<file path="src/sv/frm_pkg.sv">
// Shared types and constants for the frame packet reassembler.
// No dependencies; imported by every module of the block.
package frm_pkg;

    localparam int PAYLOAD_BYTES_DEF   = 1400;
    localparam int FRAME_ADDR_BITS_DEF = 24;

    localparam int ADDR_W     = 24;  // width of the write_address field
    localparam int PPF_W      = 16;
    localparam int LEN_W      = 11;
    localparam int FB_W       = 24;
    localparam int CFG_IDX_W  = 2;
    localparam int CFG_DATA_W = 24;
    localparam int POS_W      = 3;

    localparam logic [POS_W-1:0] HDR_LEN = 3'd6;

    localparam logic [7:0] HDR_CHAR_F     = 8'h46;
    localparam logic [7:0] HDR_CHAR_R     = 8'h52;
    localparam logic [7:0] HDR_CHAR_M     = 8'h4D;
    localparam logic [7:0] HDR_CHAR_COLON = 8'h3A;

    localparam logic [PPF_W-1:0] PPF_RST         = 16'd1;
    localparam logic [LEN_W-1:0] FINAL_LEN_RST   = 11'd1400;
    localparam logic [FB_W-1:0]  FRAME_BYTES_RST = 24'd1400;

    typedef enum logic [1:0] {
        KIND_WRITE   = 2'd0,
        KIND_ACCEPT  = 2'd1,
        KIND_BAD_HDR = 2'd2,
        KIND_OVERRUN = 2'd3
    } kind_t;

    typedef enum logic [CFG_IDX_W-1:0] {
        CFG_PACKETS_PER_FRAME   = 2'd0,
        CFG_FINAL_PACKET_LENGTH = 2'd1,
        CFG_FRAME_BYTES         = 2'd2
    } cfg_idx_t;

    typedef struct packed {
        logic [7:0] data_byte;
        logic       datagram_start;
    } in_item_t;

    typedef struct packed {
        kind_t             kind;
        logic [ADDR_W-1:0] write_address;
        logic [7:0]        write_data;
        logic              frame_end;
    } out_item_t;

    typedef struct packed {
        logic [PPF_W-1:0] packets_per_frame;
        logic [LEN_W-1:0] final_packet_length;
        logic [FB_W-1:0]  frame_bytes;
    } cfg_t;

    typedef struct packed {
        logic      valid;
        out_item_t item;
    } core_res_t;

endpackage

</file>
<file path="src/sv/frm_in_stage.sv">
// Input register of the reassembler: holds one received byte until the core takes it.
// Depends on frm_pkg.
module frm_in_stage
    import frm_pkg::*;
(
    input  logic     clk,
    input  logic     rst_n,
    input  logic     in_valid,
    output logic     in_ready,
    input  in_item_t in_item,
    input  logic     take,
    output logic     item_valid,
    output in_item_t item
);

    logic     vld_reg;
    logic     vld_next;
    in_item_t item_reg;

    assign in_ready   = !vld_reg || take;
    assign item_valid = vld_reg;
    assign item       = item_reg;

    always_comb
    begin
        vld_next = vld_reg;
        if (in_valid && in_ready)
        begin
            vld_next = 1'b1;
        end
        else if (take)
        begin
            vld_next = 1'b0;
        end
    end

    always_ff @(posedge clk or negedge rst_n)
    begin
        if (!rst_n)
        begin
            vld_reg <= 1'b0;
        end
        else
        begin
            vld_reg <= vld_next;
        end
    end

    always_ff @(posedge clk)
    begin
        if (in_valid && in_ready)
        begin
            item_reg <= in_item;
        end
    end

endmodule

</file>
<file path="src/sv/frm_core.sv">
// Header parse, packet placement and payload address tracking, one byte per cycle while fire is high.
// Depends on frm_pkg.
module frm_core
    import frm_pkg::*;
#(
    parameter int PAYLOAD_BYTES   = PAYLOAD_BYTES_DEF,
    parameter int FRAME_ADDR_BITS = FRAME_ADDR_BITS_DEF
)
(
    input  logic      clk,
    input  logic      rst_n,
    input  logic      fire,
    input  in_item_t  item,
    input  cfg_t      cfg,
    output core_res_t res
);

    localparam int PB_W   = $clog2(PAYLOAD_BYTES + 1);
    localparam int PROD_W = PPF_W + PB_W;
    localparam int SUM_W  = PROD_W + 1;
    localparam int CMP_W  = (SUM_W > FB_W) ? SUM_W : FB_W;

    localparam logic [PROD_W-1:0] PB_P = PROD_W'(PAYLOAD_BYTES);
    localparam logic [LEN_W-1:0]  PB_L = LEN_W'(PAYLOAD_BYTES);

    logic [POS_W-1:0]           pos_reg, pos_next, pos_cur;
    logic                       hok_reg, hok_next;
    logic                       acc_reg, acc_next, acc_cur;
    logic [LEN_W-1:0]           left_reg, left_next, left_cur;
    logic [7:0]                 pn_hi_reg, pn_hi_next;
    logic [PROD_W-1:0]          part_reg, part_next;
    logic [FRAME_ADDR_BITS-1:0] addr_reg, addr_next;

    logic [PPF_W-1:0]  id;
    logic              is_last;
    logic [LEN_W-1:0]  len;
    logic [PROD_W-1:0] ofst;
    logic [CMP_W-1:0]  need;
    logic              over;

    assign pos_cur  = item.datagram_start ? '0 : pos_reg;
    assign acc_cur  = item.datagram_start ? 1'b0 : acc_reg;
    assign left_cur = item.datagram_start ? '0 : left_reg;

    // part_reg already holds hi*256*P - P, so adding lo*P gives (id-1)*P for id >= 1
    assign id      = {pn_hi_reg, item.data_byte};
    assign is_last = (id == cfg.packets_per_frame);
    assign len     = is_last ? cfg.final_packet_length : PB_L;
    assign ofst    = part_reg + PROD_W'(item.data_byte) * PB_P;
    assign need    = CMP_W'(ofst) + CMP_W'(len);
    assign over    = (need > CMP_W'(cfg.frame_bytes));

    always_comb
    begin
        pos_next   = pos_cur;
        hok_next   = hok_reg;
        acc_next   = acc_cur;
        left_next  = left_cur;
        pn_hi_next = pn_hi_reg;
        part_next  = part_reg;
        addr_next  = addr_reg;
        res        = '0;

        if (pos_cur == HDR_LEN)
        begin
            if (acc_cur && (left_cur != '0))
            begin
                res.valid              = 1'b1;
                res.item.kind          = KIND_WRITE;
                res.item.write_address = ADDR_W'(addr_reg);
                res.item.write_data    = item.data_byte;
                addr_next              = addr_reg + 1'b1;
                left_next              = left_cur - 1'b1;
                acc_next               = (left_cur != LEN_W'(1));
            end
        end
        else
        begin
            unique case (pos_cur)
                3'd0: hok_next = (item.data_byte == HDR_CHAR_F);
                3'd1: hok_next = hok_reg && (item.data_byte == HDR_CHAR_R);
                3'd2: hok_next = hok_reg && (item.data_byte == HDR_CHAR_M);
                3'd3: hok_next = hok_reg && (item.data_byte == HDR_CHAR_COLON);
                3'd4:
                begin
                    pn_hi_next = item.data_byte;
                    part_next  = PROD_W'({item.data_byte, 8'h00}) * PB_P - PB_P;
                end
                default: ;
            endcase
            pos_next = pos_cur + 1'b1;

            if (pos_cur == HDR_LEN - 1'b1)
            begin
                res.valid = 1'b1;
                priority if (!hok_reg)
                begin
                    res.item.kind = KIND_BAD_HDR;
                end
                else if ((id == '0) || over)
                begin
                    res.item.kind      = KIND_OVERRUN;
                    res.item.frame_end = is_last;
                end
                else
                begin
                    res.item.kind      = KIND_ACCEPT;
                    res.item.frame_end = is_last;
                    addr_next          = FRAME_ADDR_BITS'(ofst);
                    left_next          = len;
                    acc_next           = (len != '0);
                end
            end
        end
    end

    always_ff @(posedge clk or negedge rst_n)
    begin
        if (!rst_n)
        begin
            pos_reg  <= '0;
            hok_reg  <= 1'b0;
            acc_reg  <= 1'b0;
            left_reg <= '0;
        end
        else if (fire)
        begin
            pos_reg  <= pos_next;
            hok_reg  <= hok_next;
            acc_reg  <= acc_next;
            left_reg <= left_next;
        end
    end

    always_ff @(posedge clk)
    begin
        if (fire)
        begin
            pn_hi_reg <= pn_hi_next;
            part_reg  <= part_next;
            addr_reg  <= addr_next;
        end
    end

endmodule

</file>
<file path="src/sv/frm_out_stage.sv">
// Result register of the reassembler: holds one result until the consumer takes it.
// Depends on frm_pkg.
module frm_out_stage
    import frm_pkg::*;
(
    input  logic      clk,
    input  logic      rst_n,
    input  logic      load,
    input  out_item_t res_item,
    output logic      out_valid,
    input  logic      out_ready,
    output out_item_t out_item
);

    logic      vld_reg;
    logic      vld_next;
    out_item_t item_reg;

    assign out_valid = vld_reg;
    assign out_item  = item_reg;

    always_comb
    begin
        vld_next = vld_reg;
        if (load)
        begin
            vld_next = 1'b1;
        end
        else if (out_ready)
        begin
            vld_next = 1'b0;
        end
    end

    always_ff @(posedge clk or negedge rst_n)
    begin
        if (!rst_n)
        begin
            vld_reg <= 1'b0;
        end
        else
        begin
            vld_reg <= vld_next;
        end
    end

    always_ff @(posedge clk)
    begin
        if (load)
        begin
            item_reg <= res_item;
        end
    end

endmodule

</file>
<file path="src/sv/frame_packet_reassembler.sv">
// Top level of the frame packet reassembler: config registers and stage wiring.
// Depends on frm_pkg, frm_in_stage, frm_core, frm_out_stage.
//
//  port group   | dir | handshake              | carries
//  -------------+-----+------------------------+----------------------------------
//  in_*         | in  | in_valid / in_ready    | in_item_t: data_byte, datagram_start
//  out_*        | out | out_valid / out_ready  | out_item_t: kind, address, data, end
//  cfg_*        | in  | cfg_write_en (no wait) | register index and write data
//
// One byte per cycle sustained while out_ready is held high.
// Each byte passes input register -> header/placement logic -> result register; the
// placement offset is built from a partial product taken on the high id byte.
// Reset clears all control state; config registers return to their defaults.
// A stalled output holds the core while a result waits; in_ready drops once the
// input register is also full.
module frame_packet_reassembler
    import frm_pkg::*;
#(
    parameter int PAYLOAD_BYTES   = PAYLOAD_BYTES_DEF,
    parameter int FRAME_ADDR_BITS = FRAME_ADDR_BITS_DEF
)
(
    input  logic                  clk,
    input  logic                  rst_n,
    input  logic                  in_valid,
    output logic                  in_ready,
    input  in_item_t              in_item,
    output logic                  out_valid,
    input  logic                  out_ready,
    output out_item_t             out_item,
    input  logic                  cfg_write_en,
    input  logic [CFG_IDX_W-1:0]  cfg_index,
    input  logic [CFG_DATA_W-1:0] cfg_write_data
);

    cfg_t      cfg_reg;
    cfg_t      cfg_next;
    logic      item_valid;
    in_item_t  item;
    logic      fire;
    core_res_t res;

    always_comb
    begin
        cfg_next = cfg_reg;
        if (cfg_write_en)
        begin
            unique case (cfg_index)
                CFG_PACKETS_PER_FRAME:
                    cfg_next.packets_per_frame = cfg_write_data[PPF_W-1:0];
                CFG_FINAL_PACKET_LENGTH:
                    cfg_next.final_packet_length = cfg_write_data[LEN_W-1:0];
                CFG_FRAME_BYTES:
                    cfg_next.frame_bytes = cfg_write_data[FB_W-1:0];
                default: ;
            endcase
        end
    end

    always_ff @(posedge clk or negedge rst_n)
    begin
        if (!rst_n)
        begin
            cfg_reg.packets_per_frame   <= PPF_RST;
            cfg_reg.final_packet_length <= FINAL_LEN_RST;
            cfg_reg.frame_bytes         <= FRAME_BYTES_RST;
        end
        else
        begin
            cfg_reg <= cfg_next;
        end
    end

    // core advances when a byte is held and the result slot is free or draining
    assign fire = item_valid && (!out_valid || out_ready);

    frm_in_stage u_in_stage (
        .clk        (clk),
        .rst_n      (rst_n),
        .in_valid   (in_valid),
        .in_ready   (in_ready),
        .in_item    (in_item),
        .take       (fire),
        .item_valid (item_valid),
        .item       (item)
    );

    frm_core #(
        .PAYLOAD_BYTES   (PAYLOAD_BYTES),
        .FRAME_ADDR_BITS (FRAME_ADDR_BITS)
    ) u_core (
        .clk   (clk),
        .rst_n (rst_n),
        .fire  (fire),
        .item  (item),
        .cfg   (cfg_reg),
        .res   (res)
    );

    frm_out_stage u_out_stage (
        .clk       (clk),
        .rst_n     (rst_n),
        .load      (fire && res.valid),
        .res_item  (res.item),
        .out_valid (out_valid),
        .out_ready (out_ready),
        .out_item  (out_item)
    );

    a_result_lands: assert property (@(posedge clk) disable iff (!rst_n)
        (fire && res.valid) |=> out_valid)
        else $error("core result did not reach the result register");

    a_status_no_write: assert property (@(posedge clk) disable iff (!rst_n)
        (out_valid && (out_item.kind != KIND_WRITE))
            |-> ((out_item.write_address == '0) && (out_item.write_data == '0)))
        else $error("status transaction carries write address or data");

    a_frame_end_on_status: assert property (@(posedge clk) disable iff (!rst_n)
        (out_valid && ((out_item.kind == KIND_WRITE) || (out_item.kind == KIND_BAD_HDR)))
            |-> !out_item.frame_end)
        else $error("frame_end set on a write or invalid header transaction");

    a_no_take_when_full: assert property (@(posedge clk) disable iff (!rst_n)
        (out_valid && !out_ready) |-> !fire)
        else $error("core advanced while the result register was stalled");

endmodule

</file>
<file path="config.mk">
export PLATFORM = sky130hd
export DESIGN_NAME = frame_packet_reassembler
export DESIGN_NICKNAME = d
export VERILOG_FILES = /design/src/sv/frm_pkg.sv /design/src/sv/frm_in_stage.sv /design/src/sv/frm_core.sv /design/src/sv/frm_out_stage.sv /design/src/sv/frame_packet_reassembler.sv
export SDC_FILE = /design/constraint.sdc
export NUM_CORES = 1
export LEC_CHECK = 0
export ABC_AREA = 1
export BUFFER_PORTS_ARGS = -buffer_cell sky130_fd_sc_hd__buf_4
export CORE_MARGIN = 8
export CORE_UTILIZATION = 55
export DETAILED_ROUTE_END_ITERATION = 6
export GPL_TIMING_DRIVEN = 1
export PLACE_DENSITY = 0.83
export SETUP_SLACK_MARGIN = 0.15
export SLEW_MARGIN = 40
export SYNTH_ARGS = -nofsm -noshare
export SYNTH_HDL_FRONTEND = slang
export SYNTH_HIERARCHICAL = 1
export SYNTH_SLANG_ARGS = --single-unit
</file>
<file path="constraint.sdc">
create_clock -name clk -period 11.3 [get_ports clk]
set_input_delay 1.13 -clock clk [delete_from_list [all_inputs] [get_ports clk]]
set_output_delay 1.13 -clock clk [all_outputs]
set_load 0.005 [all_outputs]
</file>
==> results of run 1 <==
-- routing by layer --
metal  share of wire  vias up  global-route usage  routed length (um)
met5               0        -                   0                   0
met4           0.034        0              0.0922                 966
met3           0.069       66              0.0435                1970
met2            0.47      389               0.361               13400
met1            0.43     4580               0.284               12400
li1                -     4859                   -                   -
-- worst min-delay path, cell delays in order, from the launching register on --
cell and delay, ns:
dfstp_2 0.37, nand2_1 0.05, nand2_1 0.04
-- cells in the final DEF, fill, tap and decap left out, types with 3 or more instances in the layout --
cell type	count
a21oi_1	47
nand2_1	322
nor4_1	11
nand3b_1	6
inv_2	4
a211oi_1	3
fa_1	22
nand2_2	20
buf_4	81
a21oi_2	9
nand3_1	97
nor2_4	5
nor3_1	25
ha_1	102
or2_2	9
a31oi_1	5
xnor2_1	21
clkbuf_16	17
nand3_2	4
nand4_1	58
inv_1	228
o31ai_1	3
inv_6	3
dfrtp_1	56
nor2_2	4
nor2_1	124
edfxtp_1	92
inv_8	3
o21ai_0	48
xor2_1	46
dfstp_2	13
-- cell type report --
class                      count  area (um^2)
multi-input combinational   1012         6190
timing repair buffer          84          649
sequential                   161         4510
fill                        1774         7850
tap                          275          344
clock buffer                  19          433
clock inverter                13          106
inverter                     232          871
-- logic make-up after synthesis --
| group | count (synthesis) |
|---|---|
| AOI/OAI and AO/OA | 128 |
| and+or+nand+nor | 692 |
| adders and majority gates | 124 |
| buffers and inverters | 267 |
| xor gates and xnor gates | 68 |
| DFF | 161 |
-- report_power, final --
part / internal [mW] / leakage, nW / switching [mW]
Combinational: 1.05 / 4.42 / 1.88
Sequential: 0.765 / 1.72 / 0.0506
Clock: 0.287 / 0.262 / 0.256
Total: 2.10 / 6.40 / 2.19
-- path summary, 6_finish.rpt --
kind,cells after the start,end
worst max-delay path,45,u_core/addr_reg[19]
worst min-delay path,2,cfg_reg[32]
worst max register to register,45,u_core/addr_reg[19]
worst min register to register,2,cfg_reg[32]
max in group asynchronous,1,cfg_reg[12]
min in group asynchronous,1,u_core/left_reg[7]
-- per-stage QoR --
step	power (mW)	cell area (um^2)	worst slack, ns	utilization
6_report	4.29	13100	2.72	0.625
5_1_grt	4.65	13100	1.90	0.625
3_5_place_dp	3.67	12600	2.84	0.600
3_3_place_gp	3.57	12500	3.09	0.598
4_1_cts	4.24	13100	2.79	0.625
2_1_floorplan	3.03	11700	2.85	-
==> impl_metrics.env, run 1 <==
export IMPL_crit_slowest_cell="edfxtp_1"
export IMPL_drive_gt1_frac=0.122
export IMPL_hold_buffers=0
export IMPL_skew_ns=0.0175
export IMPL_hold_violations=0
export IMPL_grt_overflow=0
export IMPL_rsz0062_at_grt="no"
export IMPL_drc_errors=0
export IMPL_grt_pass1_wl_mm=46.8
export IMPL_ys_seq_elements=161
export IMPL_critPathTopFamily="adder cells"
export IMPL_cts_setup_buffers=0
export IMPL_numCtsBuffers=17
export IMPL_hold_class="reg -> reg"
export IMPL_dp_cells=1764
export IMPL_hpwl_mm=22.3
export IMPL_cp_max_fo=24
export IMPL_synth_simple_area_share=0.267
export IMPL_finalMaxSlewViolations=0
export IMPL_drt_pass1_iter_count=6
export IMPL_yosys_area_share_adder=0.146
export IMPL_synth_most_common_cell="nand2_1"
export IMPL_yosys_area_top_type_share=0.236
export IMPL_final_setup_tns_ns=0
export IMPL_cpMostUsedCell="nand2_1"
export IMPL_total_leakage_power_nw=6.40
export IMPL_fin_nets=1672
export IMPL_whs_ns=0.469
export IMPL_routabilityCongestion=0.968
export IMPL_rows=53
export IMPL_grt_antenna_before_repair=0
export IMPL_synth_edf_count=92
export IMPL_cts_tree="yes"
export IMPL_synth_top_family_by_area="simple AND/OR/NAND/NOR gates"
export IMPL_wl_mm=28.8
export IMPL_ys_warn_count=6
export IMPL_synth_seq_area_share=0.384
export IMPL_cts_sinks=161
export IMPL_setup_violations=0
export IMPL_synthTopCellsByCount="322 x nand2_1, 228 x inv_1, 127 x nor2_1, 102 x ha_1, 97 x nand3_1"
export IMPL_critPathKind="reg -> reg"
export IMPL_outcome="finished, final reports clean"
export IMPL_post_route_period_util=0.759
export IMPL_stdcell_count=1796
export IMPL_synth_area_mux_share=0
export IMPL_min_period_ns=8.58
export IMPL_grt_pass1_vias=9500
export IMPL_vdd_drop_max_v=0.000301
export IMPL_die_area_mm2=0.0263
export IMPL_synthCells=1440
export IMPL_vias_per_cell=5.51
export IMPL_largest_reg_flops=51
export IMPL_diodes=0
export IMPL_ant_nets=0
export IMPL_port_buffers=76
export IMPL_core_area_mm2=0.0210
export IMPL_relSlewSlack=0.563
export IMPL_clk_latency_ns=0.44
export IMPL_netlist_area_mm2=0.0117
export IMPL_design_portCount=77
export IMPL_worst_pin_slew_ns=0.655
export IMPL_wl_per_cell_um=16.0
export IMPL_fp_dieW_um=162
export IMPL_synth_cell_type_count=46
export IMPL_cts_root_buf="clkbuf_16"
export IMPL_grt_max_degree=70
export IMPL_clkTransAtPathRegs_ns=0.07
export IMPL_cts_htree_levels=4
export IMPL_cp_required_ns=11.40
export IMPL_critical_path_arrival_ns=8.68
export IMPL_initial_utilization=0.560
export IMPL_maxCapViolCount=0
export IMPL_crit_path_start="u_in_stage/item[5]"
export IMPL_routed_via_count=9894
export IMPL_synth_compound_area_frac=0.0614
export IMPL_max_freq_mhz=117
export IMPL_r2r_start="u_in_stage/item[5]"
export IMPL_synth_async_reset_ratio=0.429
export IMPL_drt_iter0_drc=754
export IMPL_die_y_um=162
export IMPL_end_kind="flip-flop"
export IMPL_reg2reg_slack_ns=2.72
export IMPL_synth_top_cell_by_area="edfxtp_1"
export IMPL_cts_resized=0
export IMPL_synth_flop_cell="edfxtp_1"
export IMPL_critical_path_max_stage_delay_ns=0.55
export IMPL_synth_area_per_cell_um2=8.15
export IMPL_worstHoldStart="cfg_reg[32]"
export IMPL_critPathBufInv=6
export IMPL_start_kind="flip-flop"
export IMPL_area_growth_pct=11.7
export IMPL_clock_path_buffers=2
export IMPL_power_per_cell_area_mw_per_mm2=328
export IMPL_yosys_top_cells_area="edfxtp_1 24%, dfrtp_1 12%, ha_1 11%"
export IMPL_track_usage=0.222
export IMPL_synth_xor_area_frac=0.0514
export IMPL_synth_nets=1604
Note: power is estimated with default switching activity, not from simulation.
==> run 2: changes to the inputs <==
- PLACE_DENSITY: 0.83 -> 0.86
- clock period: 11.3 -> 7.8 ns (I/O delays scaled with it)
==> run 2 against run 1 <==
Clock power up 49%. Worst setup slack worse by 3.0 ns. First-iteration DRC count up 26%. Via count up 7.1%. Critical path type unchanged. Cell area up 6.0%. Register-to-register slack worse by 3.0 ns. The run now ends with setup timing left. Total power up 60%. Clock skew down 0.00077 ns. Critical endpoint is now u_core/addr_reg[5]. Global-route usage up 1.7 points. Highest routed layer unchanged. Largest power group unchanged. Worst hold slack worse by 0.13 ns. Wire length up 15%. Die area unchanged.
==> impl_metrics.env, run 2 (same netlist as run 1, synthesis figures left out) <==
export IMPL_track_usage=0.238
export IMPL_total_leakage_power_nw=6.68
export IMPL_die_y_um=162
export IMPL_vdd_drop_max_v=0.000478
export IMPL_hold_violations=0
export IMPL_wl_met1_mm=12.5
export IMPL_core_area_mm2=0.0210
export IMPL_numCtsBuffers=17
export IMPL_violations="setup timing"
export IMPL_relSlewSlack=0.561
export IMPL_pwr_share_comb=0.711
export IMPL_ant_nets=0
export IMPL_skew_ns=0.0167
export IMPL_grt_overflow=0
export IMPL_area_growth_pct=18.4
export IMPL_cts_root_buf="clkbuf_16"
export IMPL_grt_pass1_vias=10327
export IMPL_swShare=0.510
export IMPL_rows=53
export IMPL_net_switching_power_mw=3.51
export IMPL_worst_slack_ns=-0.264
export IMPL_drive_gt1_frac=0.193
export IMPL_drc_errors=0
export IMPL_grt_antenna_before_repair=0
export IMPL_largest_reg_flops=51
export IMPL_cts_sinks=161
export IMPL_worst_pin_slew_ns=0.657
export IMPL_rsz0062_at_grt="yes"
export IMPL_setup_violations=37
export IMPL_critical_path_max_stage_delay_ns=0.54
export IMPL_port_buffers=76
export IMPL_final_cell_mix="305 x nand2_1, 217 x inv_1, 119 x nor2_1, 118 x buf_4, 93 x nand3_1"
export IMPL_min_period_ns=8.06
export IMPL_met2_length_mm=15.7
export IMPL_crit_slowest_cell="fa_1"
export IMPL_cts_tree="yes"
export IMPL_initial_utilization=0.560
export IMPL_clock_path_buffers=2
export IMPL_design_portCount=77
export IMPL_clkTransAtPathRegs_ns=0.07
export IMPL_wl_per_cell_um=17.9
export IMPL_fp_dieW_um=162
export IMPL_vias_per_cell=5.75
export IMPL_stdcell_count=1841
export IMPL_maxCapViolCount=0
export IMPL_routabilityCongestion=0.956
export IMPL_drt_iter0_drc=950
export IMPL_pwr_share_seq=0.171
export IMPL_hold_buffers=0
export IMPL_power_per_cell_area_mw_per_mm2=495
export IMPL_routed_via_count=10594
export IMPL_grt_max_degree=70
export IMPL_end_kind="flip-flop"
export IMPL_cpMostUsedCell="nand2_1"
export IMPL_critical_path_arrival_ns=8.22
export IMPL_post_route_period_util=1.03
export IMPL_outcome="complete, but fails checks"
export IMPL_wl_mm=33.0
export IMPL_clk_latency_ns=0.44
export IMPL_die_area_mm2=0.0263
export IMPL_max_freq_mhz=124
export IMPL_grt_pass1_wl_mm=50.5
export IMPL_dp_cells=1777
export IMPL_critPathKind="reg -> reg"
export IMPL_hpwl_mm=22.3
export IMPL_layout_commonest_cell="nand2_1"
export IMPL_cp_required_ns=7.95
export IMPL_route_met3_wl_mm=3.01
export IMPL_start_kind="flip-flop"
export IMPL_cp_max_fo=8
export IMPL_diodes=0
export IMPL_cts_htree_levels=4
export IMPL_drt_pass1_iter_count=5
export IMPL_reg2reg_slack_ns=-0.26
export IMPL_hold_class="in -> async"
export IMPL_utilization=0.663
export IMPL_power_internal_mw=3.37
export IMPL_critPathBufInv=10
export IMPL_finalMaxSlewViolations=0
export IMPL_fin_nets=1717
export IMPL_clkPwrFrac=0.118
export IMPL_critPathTopFamily="simple AND/OR/NAND/NOR gates"
export IMPL_top_layer="met4"
run 2: cell types whose count changed in the layout (fill, tap and decap cells not counted), sizes merged:
cell and change:
buf +44, bufinv +1, clkbuf +3, clkinv +1, clkinvlp -1, inv -3
run 2: per-stage QoR:
stage / power (mW) / hold WS, ns / setup TNS [ns] / cell area, um^2 / setup slack [ns]
3_3_place_gp: 5.20 / 0.451 / 0 / 12700 / 0.0964
4_1_cts: 6.39 / 0.370 / 0 / 13600 / 0.0754
3_5_place_dp: 5.33 / 0.453 / -4.53 / 12700 / -0.143
2_1_floorplan: 4.42 / 0.440 / 0 / 11800 / 0.169
6_report: 6.88 / 0.341 / -7.39 / 13900 / -0.264
5_1_grt: 7.36 / 0.380 / -22.93 / 13900 / -0.664
run 2: worst paths after layout:
path / from / endpoint / cells after the start
max in group asynchronous: rst_n / cfg_reg[23] / 1
min reg2reg: cfg_reg[32] / cfg_reg[32] / 2
max: u_in_stage/item[2] / u_core/addr_reg[5] / 53
max reg2reg: u_in_stage/item[2] / u_core/addr_reg[5] / 53
min in group clk: cfg_reg[32] / cfg_reg[32] / 2
min: rst_n / cfg_reg[19] / 1
run 2: routing by layer:
layer  up-vias  global-route usage
met5         -                   0
met4         0               0.142
met3       141              0.0521
met2       609               0.395
met1      4914               0.280
li1       4930                   -
run 2: power groups by stage:
stage	Clock (mW)	Combinational (mW)	Sequential, mW
final	0.808	4.89	1.18
after CTS	0.807	4.41	1.17
after detailed placement	0	4.14	1.19
after global routing	0.848	5.32	1.19
after global placement	0	4.01	1.18
after floorplan	0	3.25	1.17
run 2: cell type report:
cell class | instances | area (um^2)
Clock buffer | 21 | 440
Clock inverter | 11 | 109
Fill cell | 1568 | 7060
Inverter | 232 | 871
Multi-Input combinational cell | 1012 | 6570
Sequential cell | 161 | 4510
Tap cell | 275 | 344
Timing Repair Buffer | 129 | 1050
run 2: what timing repair did:
action,4_1_cts,5_1_grt
buffers inserted,17,13
resized for setup,35,50
gates cloned,1,1
setup endpoints to repair,37,37
pin swaps,20,56
run 2: worst register-to-register path, delay by kind of cell, from the launching register on:
kind                       cells  cell delay [ns]
DFF                            1             0.40
adders and majority gates      7             2.31
xor gates and xnor gates       2             0.26
and+or+nand+nor               29             2.94
buffers and inverters         10             1.12
AOI/OAI and AO/OA              5             0.77
